--- src/design/rtss_pkg.sv ---
// ---------------------------------------------------------------------------
// rtss_pkg: shared constants for the resistive touch scan sequencer
// Register indexes, reset values, scan phase codes and panel drive codes.
// ---------------------------------------------------------------------------
package rtss_pkg;

    // Default ADC resolution and fixed field widths.
    localparam int ADC_WIDTH_DEF  = 12;
    localparam int GAP_W          = 12;
    localparam int DELAY_W        = 8;
    localparam int PRESSURE_W     = 13;
    localparam int COORD_W        = 16;
    localparam int CFG_INDEX_W    = 3;
    localparam int CFG_DATA_W     = 12;
    localparam int PHASE_W        = 3;
    localparam int DRIVE_W        = 2;

    // Configuration register indexes.
    localparam logic [CFG_INDEX_W-1:0] REG_ENABLE     = 3'd0;
    localparam logic [CFG_INDEX_W-1:0] REG_PENDOWN    = 3'd1;
    localparam logic [CFG_INDEX_W-1:0] REG_PENUP      = 3'd2;
    localparam logic [CFG_INDEX_W-1:0] REG_SETTLE     = 3'd3;
    localparam logic [CFG_INDEX_W-1:0] REG_TRANSITION = 3'd4;
    localparam logic [CFG_INDEX_W-1:0] REG_IDLE       = 3'd5;

    // Configuration reset values.
    localparam logic [GAP_W-1:0]   PENDOWN_GAP_RST   = 12'd400;
    localparam logic [GAP_W-1:0]   PENUP_GAP_RST     = 12'd2000;
    localparam logic [DELAY_W-1:0] SETTLE_DELAY_RST  = 8'd2;
    localparam logic [DELAY_W-1:0] TRANS_DELAY_RST   = 8'd20;
    localparam logic [DELAY_W-1:0] IDLE_DELAY_RST    = 8'd100;

    // Scan phases; anything from PH_ABNORMAL upward restarts the scan.
    localparam logic [PHASE_W-1:0] PH_PRESS1   = 3'd0;
    localparam logic [PHASE_W-1:0] PH_PRESS2   = 3'd1;
    localparam logic [PHASE_W-1:0] PH_XPOS     = 3'd2;
    localparam logic [PHASE_W-1:0] PH_YPOS     = 3'd3;
    localparam logic [PHASE_W-1:0] PH_ABNORMAL = 3'd4;

    // Panel drive modes and ADC channel selects.
    localparam logic [DRIVE_W-1:0] DRIVE_PRESSURE = 2'd0;
    localparam logic [DRIVE_W-1:0] DRIVE_X        = 2'd1;
    localparam logic [DRIVE_W-1:0] DRIVE_Y        = 2'd2;
    localparam logic               CH_NINE        = 1'b0;
    localparam logic               CH_EIGHT       = 1'b1;

    // Pen-up sample coordinate and pressure ceiling.
    localparam logic [COORD_W-1:0]    PEN_UP_COORD = 16'hFFFF;
    localparam logic [PRESSURE_W-1:0] PRESSURE_MAX = 13'h1FFF;

endpackage

--- src/design/resistive_touch_scan_sequencer.sv ---
// ---------------------------------------------------------------------------
// resistive_touch_scan_sequencer: 4-wire resistive panel scan sequencer
// Steps through two pressure reads, an X read and a Y read, one ADC
// conversion per request, and reports the next drive, channel and delay.
// ---------------------------------------------------------------------------
// Usage:
//   Each ADC conversion enters as a request on the i_valid / o_ready channel
//   (i_adc_value). Each request yields exactly one result on the o_valid /
//   i_ready channel: drive mode, next channel, delay, and optionally a touch
//   or pen-up sample. Configuration goes through the plain write port
//   (i_cfg_we, i_cfg_index, i_cfg_data) while no request is in flight.
//   A request passes one input register, then the scan logic into the
//   result register. Throughput is one request per cycle while the
//   receiver keeps up; the scan phase advances as a request leaves the
//   input register, so a new request may follow in the very next cycle.
//   When the receiver stalls, the result register holds and the input
//   register fills; o_ready drops only once both are occupied.
//   Reset (synchronous, active low) empties both stages, loads the register
//   defaults (disabled) and puts the scan in its abnormal phase, so the first
//   enabled conversion restarts the scan with the idle delay.
// ---------------------------------------------------------------------------
module resistive_touch_scan_sequencer #(
    parameter int ADC_WIDTH = rtss_pkg::ADC_WIDTH_DEF
) (
    input  logic                              i_clk,
    input  logic                              i_rst_n,
    // configuration write port
    input  logic                              i_cfg_we,
    input  logic [rtss_pkg::CFG_INDEX_W-1:0]  i_cfg_index,
    input  logic [rtss_pkg::CFG_DATA_W-1:0]   i_cfg_data,
    // conversion requests
    input  logic                              i_valid,
    output logic                              o_ready,
    input  logic [ADC_WIDTH-1:0]              i_adc_value,
    // results
    output logic                              o_valid,
    input  logic                              i_ready,
    output logic                              o_accepted,
    output logic [rtss_pkg::DRIVE_W-1:0]      o_drive_mode,
    output logic                              o_next_channel,
    output logic [rtss_pkg::DELAY_W-1:0]      o_delay_ticks,
    output logic                              o_sample_valid,
    output logic [rtss_pkg::PRESSURE_W-1:0]   o_pressure,
    output logic [rtss_pkg::COORD_W-1:0]      o_x_pos,
    output logic [rtss_pkg::COORD_W-1:0]      o_y_pos
);

    // Compare width covers a reading plus a gap without wrap.
    localparam int CW = ((ADC_WIDTH > rtss_pkg::GAP_W) ? ADC_WIDTH : rtss_pkg::GAP_W) + 1;
    // Signed width for gap - (first - second).
    localparam int PW = CW + 2;

    // Configuration registers.
    logic                            r_enable;
    logic [rtss_pkg::GAP_W-1:0]      r_pendown_gap;
    logic [rtss_pkg::GAP_W-1:0]      r_penup_gap;
    logic [rtss_pkg::DELAY_W-1:0]    r_settle_delay;
    logic [rtss_pkg::DELAY_W-1:0]    r_trans_delay;
    logic [rtss_pkg::DELAY_W-1:0]    r_idle_delay;

    // Scan state.
    logic [rtss_pkg::PHASE_W-1:0]    r_phase, n_phase;
    logic [ADC_WIDTH-1:0]            r_first, n_first;
    logic [ADC_WIDTH-1:0]            r_second, n_second;
    logic [ADC_WIDTH-1:0]            r_x_read, n_x_read;
    logic                            r_pen_up, n_pen_up;

    // Input stage.
    logic                            r_in_valid;
    logic [ADC_WIDTH-1:0]            r_adc;

    // Result stage.
    logic                            r_out_valid;
    logic                            r_accepted, n_accepted;
    logic [rtss_pkg::DRIVE_W-1:0]    r_drive, n_drive;
    logic                            r_chan, n_chan;
    logic [rtss_pkg::DELAY_W-1:0]    r_delay, n_delay;
    logic                            r_smp_valid, n_smp_valid;
    logic [rtss_pkg::PRESSURE_W-1:0] r_pressure, n_pressure;
    logic [rtss_pkg::COORD_W-1:0]    r_x_pos, n_x_pos;
    logic [rtss_pkg::COORD_W-1:0]    r_y_pos, n_y_pos;

    logic                            out_free;
    logic                            stage_go;
    logic [CW-1:0]                   first_ext;
    logic [CW-1:0]                   second_ext;
    logic [CW-1:0]                   pen_down_sum;
    logic [CW-1:0]                   pen_up_sum;
    logic signed [PW-1:0]            press_raw;

    // Handshake: the result register frees when empty or taken, and the
    // input register moves forward whenever the result register is free.
    assign out_free = !r_out_valid || i_ready;
    assign stage_go = r_in_valid && out_free;
    assign o_ready  = !r_in_valid || out_free;

    // Configuration writes; indexes beyond the list are ignored.
    always_ff @(posedge i_clk) begin
        if (!i_rst_n) begin
            r_enable       <= 1'b0;
            r_pendown_gap  <= rtss_pkg::PENDOWN_GAP_RST;
            r_penup_gap    <= rtss_pkg::PENUP_GAP_RST;
            r_settle_delay <= rtss_pkg::SETTLE_DELAY_RST;
            r_trans_delay  <= rtss_pkg::TRANS_DELAY_RST;
            r_idle_delay   <= rtss_pkg::IDLE_DELAY_RST;
        end else if (i_cfg_we) begin
            case (i_cfg_index)
                rtss_pkg::REG_ENABLE:     r_enable       <= i_cfg_data[0];
                rtss_pkg::REG_PENDOWN:    r_pendown_gap  <= i_cfg_data;
                rtss_pkg::REG_PENUP:      r_penup_gap    <= i_cfg_data;
                rtss_pkg::REG_SETTLE:     r_settle_delay <= i_cfg_data[rtss_pkg::DELAY_W-1:0];
                rtss_pkg::REG_TRANSITION: r_trans_delay  <= i_cfg_data[rtss_pkg::DELAY_W-1:0];
                rtss_pkg::REG_IDLE:       r_idle_delay   <= i_cfg_data[rtss_pkg::DELAY_W-1:0];
                default: begin
                end
            endcase
        end
    end

    // Pressure comparisons and touch pressure, all without wrap.
    assign first_ext    = CW'(r_first);
    assign second_ext   = CW'(r_adc);
    assign pen_down_sum = second_ext + CW'(r_pendown_gap);
    assign pen_up_sum   = second_ext + CW'(r_penup_gap);
    assign press_raw    = $signed(PW'(r_pendown_gap)) - $signed(PW'(r_first))
                        + $signed(PW'(r_second));

    // Scan step for the request in the input register.
    always_comb begin
        n_phase     = r_phase;
        n_first     = r_first;
        n_second    = r_second;
        n_x_read    = r_x_read;
        n_pen_up    = r_pen_up;
        n_accepted  = r_enable;
        n_drive     = rtss_pkg::DRIVE_PRESSURE;
        n_chan      = rtss_pkg::CH_NINE;
        n_delay     = '0;
        n_smp_valid = 1'b0;
        n_pressure  = '0;
        n_x_pos     = '0;
        n_y_pos     = '0;
        if (r_enable) begin
            case (r_phase)
                rtss_pkg::PH_PRESS1: begin
                    n_first = r_adc;
                    n_phase = rtss_pkg::PH_PRESS2;
                    n_chan  = rtss_pkg::CH_EIGHT;
                end
                rtss_pkg::PH_PRESS2: begin
                    n_second = r_adc;
                    n_phase  = rtss_pkg::PH_PRESS1;
                    if (pen_down_sum > first_ext) begin
                        // Pen is down: go measure X.
                        n_phase = rtss_pkg::PH_XPOS;
                        n_drive = rtss_pkg::DRIVE_X;
                        n_delay = r_settle_delay;
                    end else if (pen_up_sum < first_ext) begin
                        // Pen is up: report the lift once.
                        n_delay = r_idle_delay;
                        if (!r_pen_up) begin
                            n_pen_up    = 1'b1;
                            n_smp_valid = 1'b1;
                            n_x_pos     = rtss_pkg::PEN_UP_COORD;
                            n_y_pos     = rtss_pkg::PEN_UP_COORD;
                        end
                    end else begin
                        n_delay = r_trans_delay;
                    end
                end
                rtss_pkg::PH_XPOS: begin
                    n_x_read = r_adc;
                    n_phase  = rtss_pkg::PH_YPOS;
                    n_drive  = rtss_pkg::DRIVE_Y;
                    n_chan   = rtss_pkg::CH_EIGHT;
                    n_delay  = r_settle_delay;
                end
                rtss_pkg::PH_YPOS: begin
                    // Full reading: emit the touch sample with clamped pressure.
                    n_smp_valid = 1'b1;
                    if (press_raw < 0) begin
                        n_pressure = '0;
                    end else if (press_raw > $signed(PW'(rtss_pkg::PRESSURE_MAX))) begin
                        n_pressure = rtss_pkg::PRESSURE_MAX;
                    end else begin
                        n_pressure = press_raw[rtss_pkg::PRESSURE_W-1:0];
                    end
                    n_x_pos  = rtss_pkg::COORD_W'(r_x_read);
                    n_y_pos  = rtss_pkg::COORD_W'(r_adc);
                    n_pen_up = 1'b0;
                    n_phase  = rtss_pkg::PH_PRESS1;
                    n_delay  = r_settle_delay;
                end
                default: begin
                    // Abnormal phase: restart the scan after the idle delay.
                    n_phase = rtss_pkg::PH_PRESS1;
                    n_delay = r_idle_delay;
                end
            endcase
        end
    end

    // Input register.
    always_ff @(posedge i_clk) begin
        if (!i_rst_n) begin
            r_in_valid <= 1'b0;
        end else if (o_ready) begin
            r_in_valid <= i_valid;
        end
        if (o_ready && i_valid) begin
            r_adc <= i_adc_value;
        end
    end

    // Scan state advances as a request moves into the result register.
    always_ff @(posedge i_clk) begin
        if (!i_rst_n) begin
            r_phase  <= rtss_pkg::PH_ABNORMAL;
            r_first  <= '0;
            r_second <= '0;
            r_x_read <= '0;
            r_pen_up <= 1'b1;
        end else if (stage_go) begin
            r_phase  <= n_phase;
            r_first  <= n_first;
            r_second <= n_second;
            r_x_read <= n_x_read;
            r_pen_up <= n_pen_up;
        end
    end

    // Result register.
    always_ff @(posedge i_clk) begin
        if (!i_rst_n) begin
            r_out_valid <= 1'b0;
        end else if (out_free) begin
            r_out_valid <= r_in_valid;
        end
        if (stage_go) begin
            r_accepted  <= n_accepted;
            r_drive     <= n_drive;
            r_chan      <= n_chan;
            r_delay     <= n_delay;
            r_smp_valid <= n_smp_valid;
            r_pressure  <= n_pressure;
            r_x_pos     <= n_x_pos;
            r_y_pos     <= n_y_pos;
        end
    end

    assign o_valid        = r_out_valid;
    assign o_accepted     = r_accepted;
    assign o_drive_mode   = r_drive;
    assign o_next_channel = r_chan;
    assign o_delay_ticks  = r_delay;
    assign o_sample_valid = r_smp_valid;
    assign o_pressure     = r_pressure;
    assign o_x_pos        = r_x_pos;
    assign o_y_pos        = r_y_pos;

    // A sample is only ever carried by a processed request.
    a_sample_needs_accept: assert property (@(posedge i_clk) disable iff (!i_rst_n)
        (r_out_valid && r_smp_valid) |-> r_accepted)
        else $error("sample reported on a request that was not processed");

    // A request ignored while disabled carries an all-zero result.
    a_ignored_is_zero: assert property (@(posedge i_clk) disable iff (!i_rst_n)
        (r_out_valid && !r_accepted) |-> (r_drive == rtss_pkg::DRIVE_PRESSURE
            && r_chan == rtss_pkg::CH_NINE && r_delay == '0 && !r_smp_valid
            && r_pressure == '0 && r_x_pos == '0 && r_y_pos == '0))
        else $error("ignored request produced a nonzero result");

    // The X scan is always read on channel nine and never carries a sample.
    a_x_scan_result: assert property (@(posedge i_clk) disable iff (!i_rst_n)
        (r_out_valid && r_drive == rtss_pkg::DRIVE_X)
            |-> (r_chan == rtss_pkg::CH_NINE && !r_smp_valid))
        else $error("X scan result has wrong channel or a sample");

    // Once an enabled request has passed, the scan phase is always a valid one.
    a_phase_legal: assert property (@(posedge i_clk) disable iff (!i_rst_n)
        (stage_go && r_enable) |=> (r_phase == rtss_pkg::PH_PRESS1
            || r_phase == rtss_pkg::PH_PRESS2 || r_phase == rtss_pkg::PH_XPOS
            || r_phase == rtss_pkg::PH_YPOS))
        else $error("scan phase left the legal range");

endmodule

--- config.mk ---
export PLATFORM = sky130hd
export DESIGN_NAME = resistive_touch_scan_sequencer
export DESIGN_NICKNAME = d
export VERILOG_FILES = /design/src/design/rtss_pkg.sv /design/src/design/resistive_touch_scan_sequencer.sv
export SDC_FILE = /design/constraint.sdc
export NUM_CORES = 1
export LEC_CHECK = 0
export ABC_AREA = 1
export BUFFER_PORTS_ARGS = -buffer_cell sky130_fd_sc_hd__buf_4
export CAP_MARGIN = 25
export CORE_UTILIZATION = 60
export DETAILED_ROUTE_END_ITERATION = 7
export PLACE_DENSITY = 0.81
export SLEW_MARGIN = 0
export SYNTH_ARGS = -nofsm -noshare
export SYNTH_HDL_FRONTEND = slang
export SYNTH_SLANG_ARGS = --single-unit
--- constraint.sdc ---
create_clock -name i_clk -period 8.9 [get_ports i_clk]
set_input_delay 0.89 -clock i_clk [delete_from_list [all_inputs] [get_ports i_clk]]
set_output_delay 0.89 -clock i_clk [all_outputs]
set_load 0.02 [all_outputs]
# After elaboration in Yosys (flattened, before gate mapping)

Cells that the tools add are included.
Widths: inputs -> output; s select.

Flip-flop bits (word level): 161
Input bits: 32
Output and inout bits: 60
Logic and storage cells: 86

Add/subtract/negate cells: 4
Magnitude comparators: 4
Equality and inequality tests: 10
Muxes and demuxes: 21
Bitwise operators: 2
Reduce and logical (&&, ||, !) cells: 23

Operator list:

| operator             | count |
|---|---|
| $pmux 16 s2          | 2 |
| $mux 16              | 3 |
| $add 12x12->13       | 2 |
| $pmux 8 s3           | 1 |
| $mux 8               | 2 |
| $add 13x13->14       | 1 |
| $gt 14x14->1 const B | 1 |
| $lt 14x1->1 const B  | 1 |
| $reduce_and 2->1     | 7 |
| $gt 13x12->1         | 1 |
| $lt 13x12->1         | 1 |
| $mux 13              | 1 |
| $sub 12x12->13       | 1 |
| $eq 3x2->1 const B   | 4 |
| $reduce_and 3->1     | 3 |
| $mux 1               | 7 |
| $eq 3x1->1 const B   | 2 |
| $eq 3x3->1 const B   | 2 |
| $logic_not 3->1      | 2 |
| $pmux 2 s3           | 1 |
| $reduce_and 5->1     | 1 |
| $ne 2x2->1 const B   | 2 |
| $pmux 1 s2           | 2 |
| $pmux 2 s2           | 1 |
| 8 further kinds      | 13 |

# Logic depth before layout (Yosys ltp)

Word-level depth: 5
Depth in mapped cells: 22
Depth with buffers taken out: 21

# Least setup slack after synthesis

OpenSTA, ideal clock, no wires.

Path type: register -> register
Start: register r_adc[0]
End: register r_x_pos (netlist bit o_x_pos[0]) (data pin)
Setup time: 147 ps
Arrival time: 3125 ps
Required time: 8753 ps
Slack: 5628 ps
Cell stages (with the launch flop): 20
Buffers on the path: 2
Clock period less this slack: 3272 ps
Cells stage by stage: edfxtp_1 -> ha_1 -> inv_1 -> fa_1 -> nand3b_1 -> nand2_1 -> a21oi_1 -> o21ai_0 -> a21oi_1 -> xnor2_1 -> ha_1 -> a21oi_1 -> nor2_1 -> nor3_4 -> nand2_4 -> nand2_2 -> buf_6 -> nand3_4 -> buf_6 -> a21oi_2

Longest elaborated chain between the ends: 5
Elaborated cells on any way between the ends: 7
Classes of those cells: add/sub: 2; order compare: 2; mux: 3

RTL lines:

| what                   | line                                  | text |
|---|---|---|
| from (decl)            | resistive_touch_scan_sequencer.sv:70  | `logic [ADC_WIDTH-1:0] r_adc;` |
| from (signal assigned) | resistive_touch_scan_sequencer.sv:211 | `r_adc <= i_adc_value;` |
| $add 12x12->13         | resistive_touch_scan_sequencer.sv:124 | `assign pen_up_sum = second_ext + CW'(r_penup_gap);` |
| $lt 13x12->1           | resistive_touch_scan_sequencer.sv:158 | `end else if (pen_up_sum < first_ext) begin` |
| $mux 16                | resistive_touch_scan_sequencer.sv:158 |  |
| $mux 16 *              | resistive_touch_scan_sequencer.sv:153 | `if (pen_down_sum > first_ext) begin` |
| $pmux 16 s2 *          | resistive_touch_scan_sequencer.sv:144 | `case (r_phase)` |
| to (signal assigned)   | resistive_touch_scan_sequencer.sv:246 | `r_x_pos <= n_x_pos;` |
| to (decl)              | resistive_touch_scan_sequencer.sv:80  | `logic [rtss_pkg::COORD_W-1:0] r_x_pos, n_x_pos;` |

Every way passes the cells marked *; elsewhere a longest branch is shown, timed or not.
A chain may end at the register's enable or synchronous reset.

# Worst setup path after layout

Start: register r_adc[0]
End: register r_x_pos (netlist bit o_x_pos[8]) (data pin)

The elaborated chain is that of the path after synthesis.

==> qor.txt <==
TIMING
--------------------------------------------------------------------------------------------------------
Achievable Freq                                                                                0.238 GHz
Setup violators final                                                                                  0
Worst Max-Slew Pin Slew                                                                         0.873 ns
Setup repair after global routing missed its margin                                                false
Sum of negative setup slack                                                                         0 ns
Hold violation total from the final report                                                             0
Final worst-path cycle share                                                                       47.2%
Worst slew slack as a fraction of its limit                                                        41.6%
Post-route minimum period                                                                        4.20 ns
Number of slew-limit violations in the final report                                                    0
Clock tree skew after final layout                                                             0.0139 ns

PLACEMENT
--------------------------------------------------------------------------------------------------------
Count of input and output buffers                                                                     91
Placed cells                                                                                        1314
GPL Wtd Cong                                                                                       0.933
Dpl hpwl                                                                                         16.4 mm

LOGIC SYNTHESIS
--------------------------------------------------------------------------------------------------------
Post-synthesis sequential area ratio                                                               42.7%
Yosys top cell area share                                                                          21.7%
Synthesized flop and latch total                                                                     154
Synth Instances                                                                                     1077
Syn_nets                                                                                            1184
Top cells by area in the synthesized netlist                                                sky130_fd_sc_hd__edfxtp_1, sky130_fd_sc_hd__dfxtp_1, sky130_fd_sc_hd__ha_1, sky130_fd_sc_hd__nand2_1, sky130_fd_sc_hd__a21oi_1
Synth area leader                                                                           sky130_fd_sc_hd__edfxtp_1
Mean instance size in the synthesized netlist                                                   8.08 µm²
YS warnings                                                                                            0
Distinct cell type count after synthesis                                                              40
Netlist Area Pre-Place                                                                       0.00870 mm²

STATUS
--------------------------------------------------------------------------------------------------------
Outcome                                                                                        completed

GRT
--------------------------------------------------------------------------------------------------------
Residual overflow from global routing                                                                  0
Initial antenna violation count                                                                        0
Number of global-route vias before repair                                                           6826
Total routing resource utilization after global routing                                            31.3%
Wire length of the first global-routing pass                                                     35.3 mm
Largest net degree at the start of global routing                                                     87

SETUP PATH
--------------------------------------------------------------------------------------------------------
Crit path top cell by count                                                                 sky130_fd_sc_hd__a21oi_1
Delay of the slowest cell on the worst path                                                      0.48 ns
Critical setup path kind                                                                    flip-flop to flip-flop
Max stage delay cell, worst path                                                            sky130_fd_sc_hd__edfxtp_1
Critical path cell sequence                                                                 ha_1 -> inv_1 -> fa_1 -> nand3b_1 -> nand2_1 -> a21oi_1 -> o21ai_0 -> a21oi_1 -> xnor2_1 -> ha_1 -> a21oi_1 -> nor2_1 -> nor3_4 -> nand2_4 -> nand2_2 -> nand3_1 -> o21ai_0
Worst Setup End Kind                                                                           flip-flop
Highest net fanout along the worst path                                                               13
Count of buffer and inverter cells on the critical path                                                1
Data arrival at the endpoint of the critical path                                                4.46 ns
Crit-path leading delay family                                                              simple AND/OR/NAND/NOR gates
Required arrival time at the worst endpoint                                                      9.15 ns
Element type at the critical path start                                                        flip-flop

DIE
--------------------------------------------------------------------------------------------------------
Total core area                                                                               0.0140 mm²
Die Wd                                                                                            122 µm
I/O pin count                                                                                         92
Total number of placement rows                                                                        43
Die Ht                                                                                            122 µm
Die Outline Area                                                                              0.0150 mm²
Starting density of the core                                                                       62.2%

POWER AND IR DROP
--------------------------------------------------------------------------------------------------------
Power Dens Cells                                                                              174 mW/mm²
Maximum vdd drop                                                                                0.157 mV
Total Power                                                                                    0.00174 W
Lkg Pwr                                                                                          4.51 nW

FINAL LAYOUT
--------------------------------------------------------------------------------------------------------
Reg area                                                                                     0.00371 mm²
Share of post-route cells with drive strength above 1                                              13.4%
Synth-to-layout area growth                                                                        15.2%
Number of nets in the layout                                                                        1261
Fill cell instance count of the final layout                                                        1115
Multi-input gate area in the final layout                                                    0.00428 mm²
Non-filler instance count after layout                                                              1347
Antenna Diode Count                                                                                    0
Final cell utilization of the core                                                                 71.6%

CLOCK TREE
--------------------------------------------------------------------------------------------------------
Hold-fix buffers, CTS                                                                                  0
Bufs on Longest Clock Path                                                                             2
Post-CTS clock slew at the launch and capture registers of the worst setup and hold paths        0.07 ns
CTS Root Cell                                                                               sky130_fd_sc_hd__clkbuf_16
Sink Count                                                                                           154
Number of clock buffers inserted by TritonCTS                                                         17
CTS tree                                                                                            done
Post-CTS Repair Setup Buffers                                                                          0
Clock latency reported for the late side of the worst-skew pair                                  0.43 ns
Number of levels the H-tree was split into                                                             4
Number of resized instances in the post-cts repair step                                                0

ROUTING
--------------------------------------------------------------------------------------------------------
Count of routing violations after the opening detailed-route iteration                               696
Routed wire length per instance                                                                  16.7 µm
Average vias per placed instance                                                                    5.57
Vias after detailed routing                                                                         7505
Number of DRC violations after detailed routing                                                        0
Routed Antenna Nets                                                                                    0
DRT Pass-1 Iters                                                                                       7
Total wire length after detailed routing                                                         22.5 mm

MIN PATH
--------------------------------------------------------------------------------------------------------
Min-delay worst type                                                                        flip-flop to flip-flop

FLOW RUN
--------------------------------------------------------------------------------------------------------
Max-cap violations                                                                                     0

[worst min-delay path: stages (launching register included)]
cell and delay, ns:
sky130_fd_sc_hd__dfxtp_1 0.30, sky130_fd_sc_hd__inv_1 0.06, sky130_fd_sc_hd__a21oi_1 0.05
[cells by family (layout without fill, tap and decap cells)]
family | Yosys count | count (layout) | share of synthesized area, %
fa+ha+maj | 75 | 75 | 11.1
xor+xnor | 37 | 37 | 3.72
flops | 154 | 154 | 42.7
compound gates | 234 | 234 | 14.4
simple gates | 402 | 402 | 19.9
buf+inv | 175 | 265 | 8.12
[cells in the mapped netlist]
cell                          n
sky130_fd_sc_hd__a21oi_1    102
sky130_fd_sc_hd__nor2_4       2
sky130_fd_sc_hd__o21a_1       1
sky130_fd_sc_hd__xor2_1      24
sky130_fd_sc_hd__a21o_1       3
sky130_fd_sc_hd__inv_1      135
sky130_fd_sc_hd__inv_2        4
sky130_fd_sc_hd__fa_1         4
sky130_fd_sc_hd__nor3b_2      1
sky130_fd_sc_hd__nand2_1    175
sky130_fd_sc_hd__o31ai_1      1
sky130_fd_sc_hd__nor3_1       9
sky130_fd_sc_hd__o21bai_1     3
sky130_fd_sc_hd__a31oi_1      4
sky130_fd_sc_hd__dfxtp_1     91
sky130_fd_sc_hd__nor2_2       3
sky130_fd_sc_hd__nand3_4      3
sky130_fd_sc_hd__nor3_4       1
sky130_fd_sc_hd__clkbuf_1    18
sky130_fd_sc_hd__nand3_1     59
sky130_fd_sc_hd__edfxtp_1    63
sky130_fd_sc_hd__nand2_4      1
sky130_fd_sc_hd__buf_4        7
sky130_fd_sc_hd__buf_2        7
sky130_fd_sc_hd__o211ai_1     2
sky130_fd_sc_hd__o21ai_1      2
sky130_fd_sc_hd__nand3_2      1
sky130_fd_sc_hd__clkinv_1     1
sky130_fd_sc_hd__xnor2_1     13
sky130_fd_sc_hd__nor3_2       1
sky130_fd_sc_hd__o2111ai_1    3
sky130_fd_sc_hd__ha_1        71
sky130_fd_sc_hd__o21ai_0    102
sky130_fd_sc_hd__nor2_1     133
sky130_fd_sc_hd__buf_1        1
sky130_fd_sc_hd__a21oi_2     11
sky130_fd_sc_hd__nand4_1      6
sky130_fd_sc_hd__buf_6        2
sky130_fd_sc_hd__nand3b_1     3
sky130_fd_sc_hd__nand2_2      4
[metrics by stage]
| step | hold slack, ns | setup WS (ns) | cell area, µm² |
|---|---|---|---|
| floorplan | 0.425 | 5.63 | 8700 |
| global placement | 0.435 | 5.16 | 9440 |
| CTS | 0.449 | 4.77 | 10000 |
| finish | 0.456 | 4.70 | 10000 |
| detailed placement | 0.439 | 4.89 | 9440 |
| global route | 0.468 | 4.49 | 10000 |
[power breakdown]
group | switching [W] | internal (W) | total (W)
Combinational | 0.000161 | 0.0000987 | 0.000260
Clock | 0.000314 | 0.000390 | 0.000704
Sequential | 0.0000200 | 0.000755 | 0.000775
Total | 0.000495 | 0.00124 | 0.00174
[final timing paths]
path / cells past startpoint / slack [ns] / end / from
max reg2reg: 17 / 4.70 / o_x_pos[8] / r_adc[0]
min reg2reg: 2 / 0.46 / r_x_read[7] / r_x_read[7]
max: 17 / 4.70 / o_x_pos[8] / r_adc[0]
min: 2 / 0.46 / r_x_read[7] / r_x_read[7]
[final cells by class]
class | instances | area share, %
multi-input combinational | 748 | 42.7
sequential | 154 | 37.1
timing repair buffer | 93 | 7.09
inverter | 140 | 5.24
clock buffer | 17 | 4.24
tap | 180 | 2.25
clock inverter | 15 | 1.40
[registers in the layout, summed over array words and instances, names as in the netlist]
register        flops
r_phase             3
r_settle_delay      8
n_accepted          1
o_x_pos            13
r_idle_delay        8
r_second           12
o_pressure         13
r_adc              12
o_delay_ticks       8
r_first            12
o_sample_valid      1
r_pendown_gap      12
r_pen_up            1
o_accepted          1
r_penup_gap        12
o_drive_mode        2
o_valid             1
r_x_read           12
r_in_valid          1
o_y_pos            12
o_next_channel      1
r_trans_delay       8
[layer usage]
metal	wire (µm)	global-route usage, %	vias up
met3	1770	7.48	31
li1	-	-	3732
met5	0	0	-
met2	10300	49.6	277
met1	10100	42.6	3465
met4	354	8.99	0
[cell usage in the layout, fill, tap and decap left out, types with 2 or more instances in the layout]
| master | n |
|---|---|
| sky130_fd_sc_hd__a21o_1 | 3 |
| sky130_fd_sc_hd__a21oi_1 | 102 |
| sky130_fd_sc_hd__a21oi_2 | 11 |
| sky130_fd_sc_hd__a31oi_1 | 4 |
| sky130_fd_sc_hd__buf_4 | 92 |
| sky130_fd_sc_hd__clkbuf_16 | 17 |
| sky130_fd_sc_hd__clkinv_1 | 3 |
| sky130_fd_sc_hd__clkinv_2 | 3 |
| sky130_fd_sc_hd__dfxtp_1 | 91 |
| sky130_fd_sc_hd__edfxtp_1 | 63 |
| sky130_fd_sc_hd__fa_1 | 4 |
| sky130_fd_sc_hd__ha_1 | 71 |
| sky130_fd_sc_hd__inv_1 | 134 |
| sky130_fd_sc_hd__inv_2 | 5 |
| sky130_fd_sc_hd__inv_6 | 5 |
| sky130_fd_sc_hd__nand2_1 | 175 |
| sky130_fd_sc_hd__nand2_2 | 4 |
| sky130_fd_sc_hd__nand3_1 | 59 |
| sky130_fd_sc_hd__nand3_4 | 3 |
| sky130_fd_sc_hd__nand3b_1 | 3 |
| sky130_fd_sc_hd__nand4_1 | 6 |
| sky130_fd_sc_hd__nor2_1 | 133 |
| sky130_fd_sc_hd__nor2_2 | 3 |
| sky130_fd_sc_hd__nor2_4 | 2 |
| sky130_fd_sc_hd__nor3_1 | 9 |
| sky130_fd_sc_hd__o2111ai_1 | 3 |
| sky130_fd_sc_hd__o211ai_1 | 2 |
| sky130_fd_sc_hd__o21ai_0 | 102 |
| sky130_fd_sc_hd__o21ai_1 | 2 |
| sky130_fd_sc_hd__o21bai_1 | 3 |
| sky130_fd_sc_hd__xnor2_1 | 13 |
| sky130_fd_sc_hd__xor2_1 | 24 |
Power figures use the tool's default switching activity.
